File: src/mnoc_pkg.sv
`timescale 1ns / 1ps
// ----------------------------------------------------------------------------
// mnoc_pkg
// Shared codes, constants and types for the mixed numeric order compare.
// ----------------------------------------------------------------------------
package mnoc_pkg;

  localparam logic [7:0]  CODE_DOUBLE = 8'd1;
  localparam logic [7:0]  CODE_INT32  = 8'd16;
  localparam logic [7:0]  CODE_INT64  = 8'd18;

  localparam logic [63:0] SAFE_LIMIT  = 64'd9007199254740992;
  localparam int          MAG_W       = 54;
  localparam int          LZ_W        = 6;
  localparam logic [10:0] EXP_SAFE    = 11'd1076;
  localparam logic [10:0] EXP_ALL1    = 11'h7FF;

  localparam logic [1:0]  ORDER_LT    = 2'b11;
  localparam logic [1:0]  ORDER_EQ    = 2'b00;
  localparam logic [1:0]  ORDER_GT    = 2'b01;

  localparam int          IN_DATA_W   = 144;
  localparam int          OUT_DATA_W  = 8;

  typedef struct packed {
    logic [7:0]  typ;
    logic        safe;
    logic        nan;
    logic [63:0] key;
    logic [63:0] ikey;
  } conv_t;

endpackage

File: src/mnoc_conv.sv
`timescale 1ns / 1ps
// ----------------------------------------------------------------------------
// mnoc_conv
// Three-stage conversion of one typed value to an ordered 64-bit key.
// ----------------------------------------------------------------------------
module mnoc_conv (
  input  logic                 clk,
  input  logic                 en,
  input  logic [7:0]           type_i,
  input  logic [63:0]          bits_i,
  output mnoc_pkg::conv_t      res_o
);
  import mnoc_pkg::*;

  logic [63:0]      ival;
  logic [63:0]      mag64;
  logic             safe_nxt;
  logic [7:0]       typ1_r, typ2_r;
  logic [63:0]      bits1_r, bits2_r;
  logic             neg1_r, neg2_r, safe1_r, safe2_r;
  logic [MAG_W-1:0] mag1_r, mag2_r;
  logic [LZ_W-1:0]  lz_nxt, lz2_r;
  logic [MAG_W-1:0] norm;
  logic [63:0]      cvt, canon, fbits, fkey;
  logic             is_int2;
  conv_t            res_nxt, res_r;

  always_comb begin
    ival  = (type_i == CODE_INT32) ? {{32{bits_i[31]}}, bits_i[31:0]} : bits_i;
    mag64 = ival[63] ? (~ival + 64'd1) : ival;
    case (type_i)
      CODE_INT32:  safe_nxt = 1'b1;
      CODE_INT64:  safe_nxt = (mag64 <= SAFE_LIMIT);
      CODE_DOUBLE: safe_nxt = (bits_i[62:52] < EXP_SAFE) ||
                              (bits_i[62:52] == EXP_SAFE && bits_i[51:0] == '0);
      default:     safe_nxt = 1'b0;
    endcase
  end

  always_ff @(posedge clk) begin
    if (en) begin
      typ1_r  <= type_i;
      bits1_r <= ival;
      neg1_r  <= ival[63];
      mag1_r  <= mag64[MAG_W-1:0];
      safe1_r <= safe_nxt;
    end
  end

  always_comb begin
    lz_nxt = LZ_W'(MAG_W);
    for (int i = 0; i < MAG_W; i++) begin
      if (mag1_r[i]) lz_nxt = LZ_W'(MAG_W - 1 - i);
    end
  end

  always_ff @(posedge clk) begin
    if (en) begin
      typ2_r  <= typ1_r;
      bits2_r <= bits1_r;
      neg2_r  <= neg1_r;
      mag2_r  <= mag1_r;
      safe2_r <= safe1_r;
      lz2_r   <= lz_nxt;
    end
  end

  always_comb begin
    is_int2 = (typ2_r == CODE_INT32) || (typ2_r == CODE_INT64);
    norm    = mag2_r << lz2_r;
    if (mag2_r == '0) begin
      cvt = '0;
    end else begin
      cvt = {neg2_r, EXP_SAFE - 11'(lz2_r), norm[52:1]};
    end
    canon = (bits2_r[62:0] == '0) ? '0 : bits2_r;
    fbits = (is_int2 && safe2_r) ? cvt : canon;
    fkey  = fbits[63] ? ~fbits : {1'b1, fbits[62:0]};
    res_nxt.typ  = typ2_r;
    res_nxt.safe = safe2_r;
    res_nxt.nan  = (typ2_r == CODE_DOUBLE) && (bits2_r[62:52] == EXP_ALL1) &&
                   (bits2_r[51:0] != '0);
    res_nxt.key  = (is_int2 && !safe2_r) ? {~bits2_r[63], bits2_r[62:0]} : fkey;
    res_nxt.ikey = {~bits2_r[63], bits2_r[62:0]};
  end

  always_ff @(posedge clk) begin
    if (en) res_r <= res_nxt;
  end

  assign res_o = res_r;

endmodule

File: src/mixed_numeric_order_compare.sv
`timescale 1ns / 1ps
// ----------------------------------------------------------------------------
// mixed_numeric_order_compare
// Orders two typed numeric values (double, int32, int64) as -1, 0 or 1.
// Pipeline: three conversion stages, then the compare stage that feeds the
// output register. Throughput: one beat per cycle while no stall holds the pipeline.
// A stall on the output holds the whole pipeline in place.
// Reset clears all valid bits; payload registers are not reset.
// ----------------------------------------------------------------------------
module mixed_numeric_order_compare (
  input  logic                            clk,
  input  logic                            rst_n,
  input  logic                            in_tvalid,
  output logic                            in_tready,
  // type_first[7:0], bits_first[71:8], type_second[79:72], bits_second[143:80]
  input  logic [mnoc_pkg::IN_DATA_W-1:0]  in_tdata,
  output logic                            out_tvalid,
  input  logic                            out_tready,
  // order[1:0], zero fill above
  output logic [mnoc_pkg::OUT_DATA_W-1:0] out_tdata
);
  import mnoc_pkg::*;

  logic        en;
  logic [2:0]  vld_r;
  logic        out_valid_r;
  logic [1:0]  order_r, order_nxt;
  conv_t       ca, cb;
  logic        same;
  logic        ints;
  logic [63:0] ka, kb;

  assign en        = !out_valid_r || out_tready;
  assign in_tready = en;

  mnoc_conv u_conv_a (
    .clk    (clk),
    .en     (en),
    .type_i (in_tdata[7:0]),
    .bits_i (in_tdata[71:8]),
    .res_o  (ca)
  );

  mnoc_conv u_conv_b (
    .clk    (clk),
    .en     (en),
    .type_i (in_tdata[79:72]),
    .bits_i (in_tdata[143:80]),
    .res_o  (cb)
  );

  always_comb begin
    same = (ca.typ == cb.typ);
    ints = (ca.typ == CODE_INT32 || ca.typ == CODE_INT64) &&
           (cb.typ == CODE_INT32 || cb.typ == CODE_INT64);
    ka   = ints ? ca.ikey : ca.key;
    kb   = ints ? cb.ikey : cb.key;
    if ((ca.safe && cb.safe) || same) begin
      if (same && ca.typ == CODE_DOUBLE && (ca.nan || cb.nan)) begin
        order_nxt = (ca.nan && cb.nan) ? ORDER_EQ : (ca.nan ? ORDER_LT : ORDER_GT);
      end else if (ca.safe && cb.safe || ca.typ == CODE_DOUBLE ||
                   ca.typ == CODE_INT32 || ca.typ == CODE_INT64) begin
        order_nxt = (ka < kb) ? ORDER_LT : ((ka > kb) ? ORDER_GT : ORDER_EQ);
      end else begin
        order_nxt = ORDER_EQ;
      end
    end else begin
      order_nxt = (ca.typ < cb.typ) ? ORDER_LT : ORDER_GT;
    end
  end

  always_ff @(posedge clk) begin
    if (!rst_n) begin
      vld_r       <= '0;
      out_valid_r <= 1'b0;
    end else if (en) begin
      vld_r       <= {vld_r[1:0], in_tvalid};
      out_valid_r <= vld_r[2];
    end
  end

  always_ff @(posedge clk) begin
    if (en) order_r <= order_nxt;
  end

  assign out_tvalid = out_valid_r;
  assign out_tdata  = {{(OUT_DATA_W - 2){1'b0}}, order_r};

endmodule

File: config.mk
export PLATFORM = sky130hd
export DESIGN_NAME = mixed_numeric_order_compare
export DESIGN_NICKNAME = d
export VERILOG_FILES = /design/src/mnoc_pkg.sv /design/src/mnoc_conv.sv /design/src/mixed_numeric_order_compare.sv
export SDC_FILE = /design/constraint.sdc
export NUM_CORES = 2
export LEC_CHECK = 0
export ABC_AREA = 1
export BUFFER_PORTS_ARGS = -buffer_cell sky130_fd_sc_hd__buf_2
export CAP_MARGIN = 20
export CORE_MARGIN = 2
export CORE_UTILIZATION = 25
export DETAILED_ROUTE_END_ITERATION = 6
export GPL_ROUTABILITY_DRIVEN = 0
export PLACE_DENSITY = 0.47
export SLEW_MARGIN = 20
export SYNTH_ARGS = -nofsm -noshare
export SYNTH_HDL_FRONTEND = slang
export SYNTH_HIERARCHICAL = 1
export SYNTH_SLANG_ARGS = --single-unit
File: constraint.sdc
create_clock -name clk -period 53.8 [get_ports clk]
set_clock_uncertainty 0.2 [all_clocks]
set_input_delay 2.69 -clock clk [delete_from_list [all_inputs] [get_ports clk]]
set_output_delay 2.69 -clock clk [all_outputs]
set_load 0.01 [all_outputs]
==> key figures <==
Outcome
  – Outcome: completed

Detailed routing
  – Vias: 31860
  – Number of iterations in the first detailed-routing pass: 5
  – DRC: 0
  – Detailed-route vias per instance: 4.638
  – Wire length after detailed routing: 132.0 mm
  – Violation count after the first detailed-route iteration: 2757
  – Residual antenna-violating net count after detailed routing: 0
  – Final routed wire length divided by cell count: 19.22 um

Layout
  – NumNets Final: 4713
  – Ratio of cells with drive above 1 in the final layout: 0.1071
  – Area growth from synthesis to layout: 13.97%
  – Final core utilization: 0.2869
  – Non-Filler Instances: 6869

Min path
  – Worst Hold End: u_conv_a/bits2_r[58]
  – Type of the tightest min-delay check: reg -> reg
  – Number of instances on the worst hold path: 0
  – Worst Hold Launch: u_conv_a/bits1_r[58]

Setup path
  – Kind of launch point of the worst setup path: input pin
  – Kind of end point of the critical path: flop
  – Cell repeated most along the worst path: nor3_1
  – Longest individual stage delay on the worst path: 400 ps
  – Arrival time at the worst endpoint: 7290 ps
  – Destination of the worst register-to-register timing path: u_conv_a/res_o[81]
  – Worst Path Max Fanout: 4
  – Setup CP Type: in -> reg
  – Flop-to-flop setup slack: 47880 ps
  – Slowest library cell on the worst path: nor3_1
  – Endpoint required time on the critical path: 54150 ps
  – Critical R2R Launch: u_conv_a/typ2_r[3]
  – Worst-case reg-to-reg path depth: 11

Job
  – Number of max-cap violations: 0

Global route
  – Global routing usage on met3: 0.02144
  – Aggregate global-route resource usage: 0.1477
  – Global routing usage on met1: 0.1915
  – Overflow after GRT: 0
  – Initial antenna violation count: 12
  – Busiest metal layer after global routing: met2
  – Met2 routing resource usage after global routing: 0.2474
  – Pin count of the biggest net entering global routing: 156
  – Via count of the first global-routing pass: 30820
  – Wire length of the first global-routing pass: 196.2 mm

Timing
  – Total of endpoints with negative setup slack in the final report: 0
  – Min cycle time layout: 6938 ps
  – Final setup slack of the worst path: 46860 ps
  – Number of hold violations in the final report: 0
  – Count of pins over their slew limit: 0
  – Actual transition at the worst max-transition pin: 1063 ps
  – Fin Setup TNS: 0 ps
  – Highest Clock Rate: 0.1441 GHz
  – Period utilisation layout: 0.1290
  – Rel. slew slack: 0.2838
  – RSZ-0062 raised after global routing: false
  – Worst slack on hold paths: 201.9 ps

CTS
  – Buffer levels on the longest clock path: 3
  – Clk Tree Root Cell: clkbuf_16
  – Clk pin slew, worst setup/hold paths: 60 ps
  – Number of clock sinks: 798
  – Count of H-tree levels built during CTS: 3
  – Latest clock arrival within the worst-skew pair: 700 ps
  – Count of cells resized by post-cts repair: 0
  – Count of hold-fix buffers inserted at cts: 0
  – Setup Buffers After CTS: 0
  – CTS tree: yes
  – CTS Buf Count: 88

Synth
  – Synth Area in Adders: 0.02202
  – Main combinational cell family by area after synthesis: simple AND/OR/NAND/NOR gates
  – Xor and xnor area share after synthesis: 0.02717
  – Area share of the largest cell type after synthesis: 0.5521
  – Synth Flop Type: edfxtp_1
  – Synthesized-area fraction occupied by ao, oa, aoi and oai cells: 0.1141
  – Most common cell in the synthesized netlist: nand2_1
  – Flop and latch count out of synthesis: 798
  – Async set-reset flop share out of synthesis: 0
  – Number of warnings reported in the yosys synthesis log: 6
  – Share of synthesized area spent on multiplexers: 0.05377
  – Cell taking the most area after synthesis: edfxtp_1
  – Synth Cell Area: 43190 um2
  – Main area contributors after synthesis: edfxtp_1 (55%), nand2_1 (7.8%), o21ai_0 (5.4%)
  – Leading cell types by count after synthesis: nand2_1 (897), edfxtp_1 (794), o21ai_0 (466), inv_1 (459), nor2_1 (319)
  – Synthesized area divided by synthesized cell count: 9.816 um2
  – Unique cell type count in the Yosys netlist: 63
  – Gate Count Post-Synth: 4400
  – Synth Area in Simple Gates: 0.1657
  – Sequential share of the synthesized area: 0.5539
  – Count of flip-flops with a built-in enable after synthesis: 794

Place
  – Number of placed cells counting well taps: 6709
  – Worst setup slack before clock tree synthesis: 46250 ps
  – IO buf count: 151
  – Placed wire-length estimate: 99.07 mm

Floorplanning
  – Die Area: 176100 um2
  – Horizontal die dimension: 419.6 um
  – Area inside the core boundary: 171500 um2
  – Starting density of the core: 0.2518
  – Die Height: 419.6 um
  – I/O pin count: 158
  – Row count: 152

Power and ir drop
  – Largest voltage drop on the vdd net: 0.02549 mV
  – Power density of the placed cells: 34.28 nW/um2
  – Leakage power total: 20.43 nW
## metrics by stage
step / cell area [um2] / total power, mW
floorplan: 43210 / 0.9931
global placement: 46390 / 1.096
detailed placement: 46390 / 1.099
CTS: 49210 / 1.708
global route: 49220 / 1.774
finish: 49220 / 1.687
## flip-flops by register name, indices dropped and copies added, names as in the netlist
register          cells
order_r               2
u_conv_b/typ2_r       8
u_conv_a/bits2_r     64
u_conv_b/lz2_r        6
u_conv_a/safe2_r      1
u_conv_a/res_o      138
u_conv_a/typ1_r       8
u_conv_a/mag2_r      53
out_tvalid            1
u_conv_a/mag1_r      53
u_conv_a/safe1_r      1
vld_r                 3
u_conv_b/mag1_r      53
u_conv_b/bits2_r     64
u_conv_b/safe2_r      1
u_conv_b/safe1_r      1
u_conv_a/typ2_r       8
u_conv_a/bits1_r     64
u_conv_b/bits1_r     64
u_conv_b/res_o      138
u_conv_b/mag2_r      53
u_conv_a/lz2_r        6
u_conv_b/typ1_r       8
## cells in the final DEF, fill, tap and decap left out, types with 7 or more instances in the layout
| cell | count |
|---|---|
| a21oi_1 | 101 |
| a22oi_1 | 46 |
| a31oi_1 | 17 |
| buf_2 | 151 |
| buf_4 | 44 |
| bufinv_16 | 7 |
| clkbuf_1 | 20 |
| clkbuf_16 | 90 |
| clkinv_1 | 19 |
| clkinv_2 | 14 |
| edfxtp_1 | 794 |
| ha_1 | 76 |
| inv_1 | 456 |
| inv_2 | 32 |
| mux2_2 | 8 |
| mux2_4 | 56 |
| mux2i_1 | 139 |
| nand2_1 | 897 |
| nand3_1 | 157 |
| nand4_1 | 60 |
| nor2_1 | 319 |
| nor3_1 | 50 |
| nor3_2 | 18 |
| nor4_1 | 79 |
| o211ai_1 | 44 |
| o21ai_0 | 466 |
| o21ai_1 | 27 |
| o221ai_1 | 56 |
| o22ai_1 | 37 |
| o31ai_1 | 12 |
| or2_2 | 14 |
| xnor2_1 | 27 |
| xor2_1 | 107 |
## where the power goes
| part | internal, mW | switching, mW | total, mW | leakage [nW] |
|---|---|---|---|---|
| clock | 0.344 | 0.257 | 0.601 | 1.37 |
| combinational | 0.0964 | 0.198 | 0.295 | 10.6 |
| sequential | 0.753 | 0.0388 | 0.792 | 8.46 |
| total | 1.19 | 0.494 | 1.69 | 20.4 |
## layer usage
metal | vias up | wire, um
met5 | - | 61
met4 | 10 | 4648
met3 | 186 | 6474
met2 | 834 | 63750
met1 | 15200 | 57100
li1 | 15640 | -
## logic make-up (layout without fill, tap and decap cells)
kind of cell             count (synthesis)  in the layout
AO/OA/AOI/OAI                          849            849
XOR/XNOR                               134            134
adder cells (fa/ha/maj)                 76             76
buffers and inverters                  700            851
flip-flops                             798            798
multiplexers                           203            203
other                                    1              9
AND/OR/NAND/NOR                       1639           1639
## worst max path at each step
stage                 start                to  slack, ps
5_1_grt        in_tdata[80]  u_conv_b/safe1_r      46310
2_1_floorplan    out_tready         in_tready      32730
6_report       in_tdata[81]  u_conv_b/safe1_r      46860
3_3_place_gp   in_tdata[75]  u_conv_b/safe1_r      46300
4_1_cts          out_tready         in_tready      46950
3_5_place_dp   in_tdata[75]  u_conv_b/safe1_r      46250
## final cells by class
type                       instances  area (um2)
fill                           18200      122300
inverter                         497        1873
clock inverter                    45       469.2
tap                             2310        2890
sequential                       798       23920
timing repair buffer             197        1126
antenna                            3       7.507
multi-input combinational       2907       16580
clock buffer                     112        2355
## worst max-delay path: cells and delay by family
kind,cells,cell delay (ps)
simple gates,15,3380
fa+ha+maj,1,190
compound gates,3,400
xor+xnor,1,170
buf+inv,5,450
(Power assumes the default switching activity.)
